==> src/hw/rtl/tcp_port_process_filter_assert.svh <==
// Assertion macros shared by the port filter RTL.
`ifndef TCP_PORT_PROCESS_FILTER_ASSERT_SVH
`define TCP_PORT_PROCESS_FILTER_ASSERT_SVH

// Same-cycle implication, checked outside reset.
`define TPPF_ASSERT_NOW(label, ante, cons, msg) \
    label: assert property (@(posedge clk) disable iff (!rst_n) (ante) |-> (cons)) \
        else $error(msg);

// Next-cycle implication, checked outside reset.
`define TPPF_ASSERT_NEXT(label, ante, cons, msg) \
    label: assert property (@(posedge clk) disable iff (!rst_n) (ante) |=> (cons)) \
        else $error(msg);

`endif

==> src/hw/rtl/tppf_pkg.sv <==
// Package: types and constants of the TCP port process filter.
`default_nettype none

package tppf_pkg;

    localparam int unsigned INDEX_W = 7;

    localparam logic [INDEX_W-1:0] ETH_HDR_LEN = 7'd14;
    localparam logic [INDEX_W-1:0] IP_MIN_LEN  = 7'd20;
    localparam logic [INDEX_W-1:0] TCP_MIN_LEN = 7'd20;
    localparam logic [INDEX_W-1:0] COUNT_LIMIT = 7'd94;
    localparam logic [INDEX_W-1:0] POS_ETYPE_HI = 7'd12;
    localparam logic [INDEX_W-1:0] POS_ETYPE_LO = 7'd13;
    localparam logic [INDEX_W-1:0] POS_PROTOCOL = 7'd23;

    localparam logic [15:0] ETHERTYPE_IPV4 = 16'h0800;
    localparam logic [7:0]  PROTO_TCP      = 8'd6;

    // Configuration register indexes
    typedef enum logic [0:0] {
        REG_PERMIT_PORT = 1'b0,
        REG_WATCHED_PID = 1'b1
    } cfg_reg_t;

    typedef enum logic [2:0] {
        CAUSE_SHORT_ETH = 3'd0,
        CAUSE_NOT_IPV4  = 3'd1,
        CAUSE_SHORT_IP  = 3'd2,
        CAUSE_NOT_TCP   = 3'd3,
        CAUSE_SHORT_TCP = 3'd4,
        CAUSE_OTHER_PID = 3'd5,
        CAUSE_PORT_OK   = 3'd6,
        CAUSE_DROPPED   = 3'd7
    } cause_t;

    typedef struct packed {
        logic [7:0]  packet_byte;
        logic        end_of_frame;
        logic [31:0] owner_pid;
    } item_t;

    typedef struct packed {
        logic        verdict;
        cause_t      cause;
        logic [15:0] source_port;
        logic [15:0] dest_port;
    } result_t;

endpackage

`default_nettype wire

==> src/hw/rtl/tcp_port_process_filter.sv <==
// Top level: Ethernet/IPv4/TCP port filter for one process, one frame byte per transaction.
//
//  channel  | handshake                      | payload
//  ---------+--------------------------------+---------------------------------
//  item     | item_valid / item_stall        | item   (byte, end mark, pid)
//  result   | result_valid / result_stall    | result (verdict, cause, ports)
//  config   | cfg_write_en                   | cfg_index, cfg_data
//
//  One transaction per clock unless a final byte is held: each byte is registered,
//  then parsed in one pass into the frame state; the final byte writes the verdict
//  to the result register. A final byte is first taken into the input register;
//  once parsed, its verdict goes into the result register and result_valid rises.
//  Reset clears the frame state, the configuration and both valid flags.
//  Only a final byte waits on a stalled result; other bytes keep flowing while
//  a verdict sits in the result register.
`default_nettype none
`include "tcp_port_process_filter_assert.svh"

module tcp_port_process_filter
    import tppf_pkg::*;
(
    input  wire logic          clk,
    input  wire logic          rst_n,
    input  wire logic          item_valid,
    output logic               item_stall,
    input  wire item_t         item,
    output logic               result_valid,
    input  wire logic          result_stall,
    output result_t            result,
    input  wire logic          cfg_write_en,
    input  wire logic [0:0]    cfg_index,
    input  wire logic [31:0]   cfg_data
);

    // Configuration
    logic [15:0] permit_port_reg;
    logic [31:0] watched_pid_reg;

    // Input register
    logic  in_valid_reg;
    item_t in_item_reg;

    // Frame state
    logic [INDEX_W-1:0] byte_index_reg, byte_index_next;
    logic [15:0]        ether_kind_reg, ether_kind_next;
    logic [7:0]         ip_protocol_reg, ip_protocol_next;
    logic [3:0]         header_words_reg, header_words_next;
    logic [15:0]        src_port_reg, src_port_next;
    logic [15:0]        dst_port_reg, dst_port_next;

    // Result register
    logic    out_valid_reg, out_valid_next;
    result_t out_result_reg, out_result_next;

    logic               in_hold;
    logic               in_fire;
    logic               take;
    logic [INDEX_W-1:0] tcp_at;
    logic [INDEX_W-1:0] pos;
    logic [7:0]         b;

    // Hold a final byte while an earlier verdict is still stalled.
    assign in_hold    = in_valid_reg && in_item_reg.end_of_frame
                        && out_valid_reg && result_stall;
    assign in_fire    = in_valid_reg && !in_hold;
    assign item_stall = in_hold;

    always_ff @(posedge clk or negedge rst_n)
    begin
        if (!rst_n)
        begin
            permit_port_reg <= '0;
            watched_pid_reg <= '0;
        end
        else if (cfg_write_en)
        begin
            unique case (cfg_reg_t'(cfg_index))
                REG_PERMIT_PORT: permit_port_reg <= cfg_data[15:0];
                REG_WATCHED_PID: watched_pid_reg <= cfg_data;
                default: ;
            endcase
        end
    end

    // Input register: load whenever not held
    always_ff @(posedge clk or negedge rst_n)
    begin
        if (!rst_n)
        begin
            in_valid_reg <= 1'b0;
        end
        else if (!in_hold)
        begin
            in_valid_reg <= item_valid;
        end
    end

    always_ff @(posedge clk)
    begin
        if (!in_hold && item_valid)
        begin
            in_item_reg <= item;
        end
    end

    // Parse one byte. The IHL captured by this very byte already steers
    // the TCP offset, so a zero IHL makes byte 14 the source port high byte.
    always_comb
    begin
        pos  = byte_index_reg;
        b    = in_item_reg.packet_byte;
        take = pos < COUNT_LIMIT;

        ether_kind_next   = ether_kind_reg;
        ip_protocol_next  = ip_protocol_reg;
        header_words_next = header_words_reg;
        src_port_next     = src_port_reg;
        dst_port_next     = dst_port_reg;
        byte_index_next   = byte_index_reg;

        if (take)
        begin
            if (pos == POS_ETYPE_HI) ether_kind_next[15:8] = b;
            if (pos == POS_ETYPE_LO) ether_kind_next[7:0]  = b;
            if (pos == ETH_HDR_LEN)  header_words_next     = b[3:0];
            if (pos == POS_PROTOCOL) ip_protocol_next      = b;
        end

        tcp_at = ETH_HDR_LEN + {1'b0, header_words_next, 2'b00};

        if (take)
        begin
            if (pos == tcp_at)            src_port_next[15:8] = b;
            if (pos == tcp_at + 7'd1)     src_port_next[7:0]  = b;
            if (pos == tcp_at + 7'd2)     dst_port_next[15:8] = b;
            if (pos == tcp_at + 7'd3)     dst_port_next[7:0]  = b;
            byte_index_next = pos + 7'd1;
        end
    end

    // Verdict on the updated frame state
    always_comb
    begin
        out_result_next.verdict     = 1'b0;
        out_result_next.source_port = '0;
        out_result_next.dest_port   = '0;

        if (byte_index_next < ETH_HDR_LEN)
        begin
            out_result_next.cause = CAUSE_SHORT_ETH;
        end
        else if (ether_kind_next != ETHERTYPE_IPV4)
        begin
            out_result_next.cause = CAUSE_NOT_IPV4;
        end
        else if (byte_index_next < ETH_HDR_LEN + IP_MIN_LEN)
        begin
            out_result_next.cause = CAUSE_SHORT_IP;
        end
        else if (ip_protocol_next != PROTO_TCP)
        begin
            out_result_next.cause = CAUSE_NOT_TCP;
        end
        else if (byte_index_next < tcp_at + TCP_MIN_LEN)
        begin
            out_result_next.cause = CAUSE_SHORT_TCP;
        end
        else
        begin
            out_result_next.source_port = src_port_next;
            out_result_next.dest_port   = dst_port_next;
            if (in_item_reg.owner_pid != watched_pid_reg)
            begin
                out_result_next.cause = CAUSE_OTHER_PID;
            end
            else if (src_port_next == permit_port_reg || dst_port_next == permit_port_reg)
            begin
                out_result_next.cause = CAUSE_PORT_OK;
            end
            else
            begin
                out_result_next.cause   = CAUSE_DROPPED;
                out_result_next.verdict = 1'b1;
            end
        end
    end

    // Advance frame state; clear it after the final byte
    always_ff @(posedge clk or negedge rst_n)
    begin
        if (!rst_n)
        begin
            byte_index_reg   <= '0;
            ether_kind_reg   <= '0;
            ip_protocol_reg  <= '0;
            header_words_reg <= '0;
            src_port_reg     <= '0;
            dst_port_reg     <= '0;
        end
        else if (in_fire)
        begin
            if (in_item_reg.end_of_frame)
            begin
                byte_index_reg   <= '0;
                ether_kind_reg   <= '0;
                ip_protocol_reg  <= '0;
                header_words_reg <= '0;
                src_port_reg     <= '0;
                dst_port_reg     <= '0;
            end
            else
            begin
                byte_index_reg   <= byte_index_next;
                ether_kind_reg   <= ether_kind_next;
                ip_protocol_reg  <= ip_protocol_next;
                header_words_reg <= header_words_next;
                src_port_reg     <= src_port_next;
                dst_port_reg     <= dst_port_next;
            end
        end
    end

    // Result register: fill on a final byte, drain when taken
    assign out_valid_next = (in_fire && in_item_reg.end_of_frame)
                            || (out_valid_reg && result_stall);

    always_ff @(posedge clk or negedge rst_n)
    begin
        if (!rst_n)
        begin
            out_valid_reg <= 1'b0;
        end
        else
        begin
            out_valid_reg <= out_valid_next;
        end
    end

    always_ff @(posedge clk)
    begin
        if (in_fire && in_item_reg.end_of_frame)
        begin
            out_result_reg <= out_result_next;
        end
    end

    assign result_valid = out_valid_reg;
    assign result       = out_result_reg;

    // Checks
    `TPPF_ASSERT_NOW(a_index_saturates, 1'b1, byte_index_reg <= COUNT_LIMIT,
        "byte index ran past its limit")
    `TPPF_ASSERT_NEXT(a_clear_after_frame, in_fire && in_item_reg.end_of_frame,
        byte_index_reg == '0 && header_words_reg == '0 && out_valid_reg,
        "frame state not cleared or verdict lost after final byte")
    `TPPF_ASSERT_NOW(a_ports_zero_when_short,
        out_valid_reg && out_result_reg.cause != CAUSE_OTHER_PID
        && out_result_reg.cause != CAUSE_PORT_OK && out_result_reg.cause != CAUSE_DROPPED,
        out_result_reg.source_port == '0 && out_result_reg.dest_port == '0
        && !out_result_reg.verdict,
        "ports or drop reported for a frame that never reached TCP")

endmodule

`default_nettype wire

==> config.mk <==
export PLATFORM = sky130hd
export DESIGN_NAME = tcp_port_process_filter
export DESIGN_NICKNAME = d
export VERILOG_FILES = /design/src/hw/rtl/tppf_pkg.sv /design/src/hw/rtl/tcp_port_process_filter.sv
export VERILOG_INCLUDE_DIRS = /design/src /design/src/hw/rtl
export SDC_FILE = /design/constraint.sdc
export NUM_CORES = 1
export LEC_CHECK = 0
export CAP_MARGIN = 5
export CORE_ASPECT_RATIO = 1.2
export CORE_MARGIN = 2
export CORE_UTILIZATION = 64
export CTS_CLUSTER_SIZE = 12
export DETAILED_ROUTE_END_ITERATION = 6
export DONT_BUFFER_PORTS = 1
export PLACE_DENSITY = 0.8
export SYNTH_ARGS = -nofsm -noshare
export SYNTH_HDL_FRONTEND = slang
export SYNTH_SLANG_ARGS = --single-unit
==> constraint.sdc <==
create_clock -name clk -period 4.4 [get_ports clk]
set_clock_uncertainty 0.15 [all_clocks]
set_input_delay 0.88 -clock clk [delete_from_list [all_inputs] [get_ports clk]]
set_output_delay 0.88 -clock clk [all_outputs]
set_load 0.03 [all_outputs]
==> key figures <==
Status
  • Status: finished, final reports clean

Power
  • Gate power share: 11.6%
  • Lkg Pwr: 3.80 nW
  • Sw power: 1.19 mW
  • VDD IR-drop max: 0.349 mV
  • Final Power: 4.20 mW
  • Part of the power in registers: 52.8%
  • Pwr/cell area: 420 nW/um2
  • Internal power: 3.01 mW
  • Clk pwr share: 35.5%
  • Switching Fraction: 28.3%

Worst setup path
  • Crit Path Max Fanout: 13
  • WP data arrival: 4.17 ns
  • Setup crit end kind: register
  • Critical Path RT: 4.44 ns
  • CP Launch Type: register
  • Crit Path Category: reg2reg

Yosys
  • Cell taking the most area after synthesis: dfrtp_1
  • Mapped Nets: 916
  • Post-synthesis sequential area ratio: 56.5%
  • Mapped Cells: 828
  • Top-area cell type share of the netlist area: 31.6%
  • Ys Warns: 0
  • Main synth FF type: dfrtp_1
  • Syn Area/Cell: 11.2 um2
  • Distinct cells, synth: 67
  • Post-synth EDFFs: 77
  • Cell Area, Synth: 9270 um2
  • Most frequent cell after synthesis: dfrtp_1
  • Seq cells post-synth: 194
  • Asr flop ratio synth: 60.3%
  • Synth top cells by count: dfrtp_1, nand2_1, o21ai_0, edfxtp_1, xor2_1
  • Synth top area cells: dfrtp_1, edfxtp_1, mux2_2

STA
  • Final hold vios: 0
  • RSZ-0062 raised after global routing: false
  • Final period utilization: 93.9%
  • Fmax: 0.242 GHz
  • Max Slew Vio Count: 0
  • Worst hold slack: 0.204 ns
  • Actual slew at the worst max-slew pin: 0.919 ns
  • Endpoints failing setup: 0
  • Worst slew margin: 38.7%
  • Setup TNS: 0 ns
  • Final worst path period need: 4.13 ns

GRT
  • Gr usage total: 31.5%
  • Total grt overflow: 0
  • Antenna violations before repair: 0
  • Vias in the first global route: 6760
  • First-pass GRT wire length: 36700 um
  • Largest net degree at the start of global routing: 118

Placed design
  • Post-DP Area: 9390 um2
  • Detailed placement HPWL: 16100 um
  • Dpl cells: 972
  • Count of input and output buffers: 0
  • Routability cong.: 1.00

Finish
  • Flip-flop and latch area: 5240 um2
  • Post-Layout Cell Count: 1005
  • Nets: 905
  • Post-route cell area: 10000 um2
  • Area delta synth->final: 7.87%
  • Max FFs per register: 36
  • Share of layout cells above drive strength 1: 12.4%
  • N_diodes: 0
  • Layout fillers: 1014
  • Multi-input gate area: 3760 um2

Floorplan
  • Starting density of the core: 64.9%
  • Core area: 14300 um2
  • Die width: 114 um
  • I/O pin count: 117
  • Die area: 15500 um2
  • Floorplan row count: 48
  • Height of the die: 136 um

Clock network
  • CTS root buf: clkbuf_16
  • CTS Buf Count: 17
  • CTS HTree Levels: 4
  • Worst-path clk slew: 0.07 ns
  • # Post-CTS Setup Buffers: 0
  • Clock Sinks: 194
  • CTS tree: built
  • Bufs on Longest Clock Path: 2
  • Worst-Skew Late Latency: 0.45 ns

Route
  • DRC: 0
  • Routed Antenna Nets: 0
  • Detailed-route via count: 6739
  • Drt first pass iters: 6
  • Drt total wl: 23100 um
  • Starting DRT DRC Count: 673
  • Drt wl/cell: 23.0 um
  • Vias per cell: 6.71

Min path
  • Hold Path Class: in2async

Job
  • Max-cap violations: 0
## timing repair
item	4_1_cts	5_1_grt
endpoints found under the hold margin	117	0
hold buffers	1	0
endpoints found under the setup margin	0	2
resized for setup	0	2
## path summary, 6_finish.rpt
check / startpoint / end / slack, ns / cells after the start
worst max-delay path: byte_index_reg[0] / result[32] / 0.27 / 12
worst min-delay path: rst_n / src_port_reg[0] / 0.20 / 1
worst max register to register: byte_index_reg[0] / result[32] / 0.27 / 12
worst min register to register: dst_port_reg[0] / dst_port_reg[0] / 0.34 / 2
max in group asynchronous: rst_n / src_port_reg[11] / 3.37 / 1
min in group clk: dst_port_reg[0] / dst_port_reg[0] / 0.34 / 2
## layout make-up
cell class | count | share of cell area (%)
inverters | 26 | 0.976
multi-input cells | 566 | 37.6
flip-flops and latches | 194 | 52.4
repair buffers | 12 | 1.10
clock inverters | 14 | 1.44
well taps | 175 | 2.19
clock buffers | 18 | 4.29
## through the flow
step           utilization [%]  setup WS (ns)
6_report                  70.0          0.269
5_1_grt                   70.0         0.0272
4_1_cts                   69.9          0.235
3_5_place_dp              65.7          0.248
3_3_place_gp              65.7          0.469
2_1_floorplan                -          0.951
## cells by family after synthesis
family / Yosys count / synth area share [%]
and+or+nand+nor: 239 / 12.6
adders and majority gates: 9 / 1.21
xor gates and xnor gates: 68 / 6.42
AOI/OAI and AO/OA: 182 / 12.3
muxes: 68 / 7.91
buffers and inverters: 68 / 3.02
DFF: 194 / 56.5
## cells in the final DEF (no fill, tap or decap), types with 16 or more instances in the layout
cell	Yosys	final
xnor2_1	21	21
mux2_2	42	42
mux2i_1	26	26
nand2_1	105	105
a21oi_1	18	18
nor2_1	44	43
xor2_1	47	47
a22oi_1	27	27
edfxtp_1	77	77
inv_1	25	25
nor4_1	16	16
clkbuf_16	0	17
o21ai_0	88	88
dfrtp_1	117	117
## power by group through the flow
stage / clock network, mW / registers, mW / logic (mW)
2_1_floorplan: 0 / 2.18 / 0.377
3_3_place_gp: 0 / 2.24 / 0.432
3_5_place_dp: 0 / 2.25 / 0.456
4_1_cts: 1.51 / 2.21 / 0.485
5_1_grt: 1.56 / 2.23 / 0.540
6_report: 1.49 / 2.22 / 0.488
## metal layers
| layer | track usage (%) | up-vias | routed length (um) |
|---|---|---|---|
| li1 | - | 2946 | - |
| met1 | 39.9 | 3259 | 8480 |
| met2 | 49.9 | 443 | 11100 |
| met3 | 9.18 | 91 | 2450 |
| met4 | 15.9 | 0 | 1060 |
| met5 | 0 | - | 0 |
## critical path, cell delays in order (launching register included)
cell	delay, ns
dfrtp_1	0.46
inv_1	0.12
ha_1	0.22
nor4b_2	0.40
nand2_1	0.25
a2111oi_1	0.59
o2111ai_2	0.26
nor2_4	0.33
mux2i_1	0.30
xor2_1	0.17
o2111ai_1	0.19
o31ai_4	0.35
a21oi_2	0.08
Power figures use the tool's default switching activity.
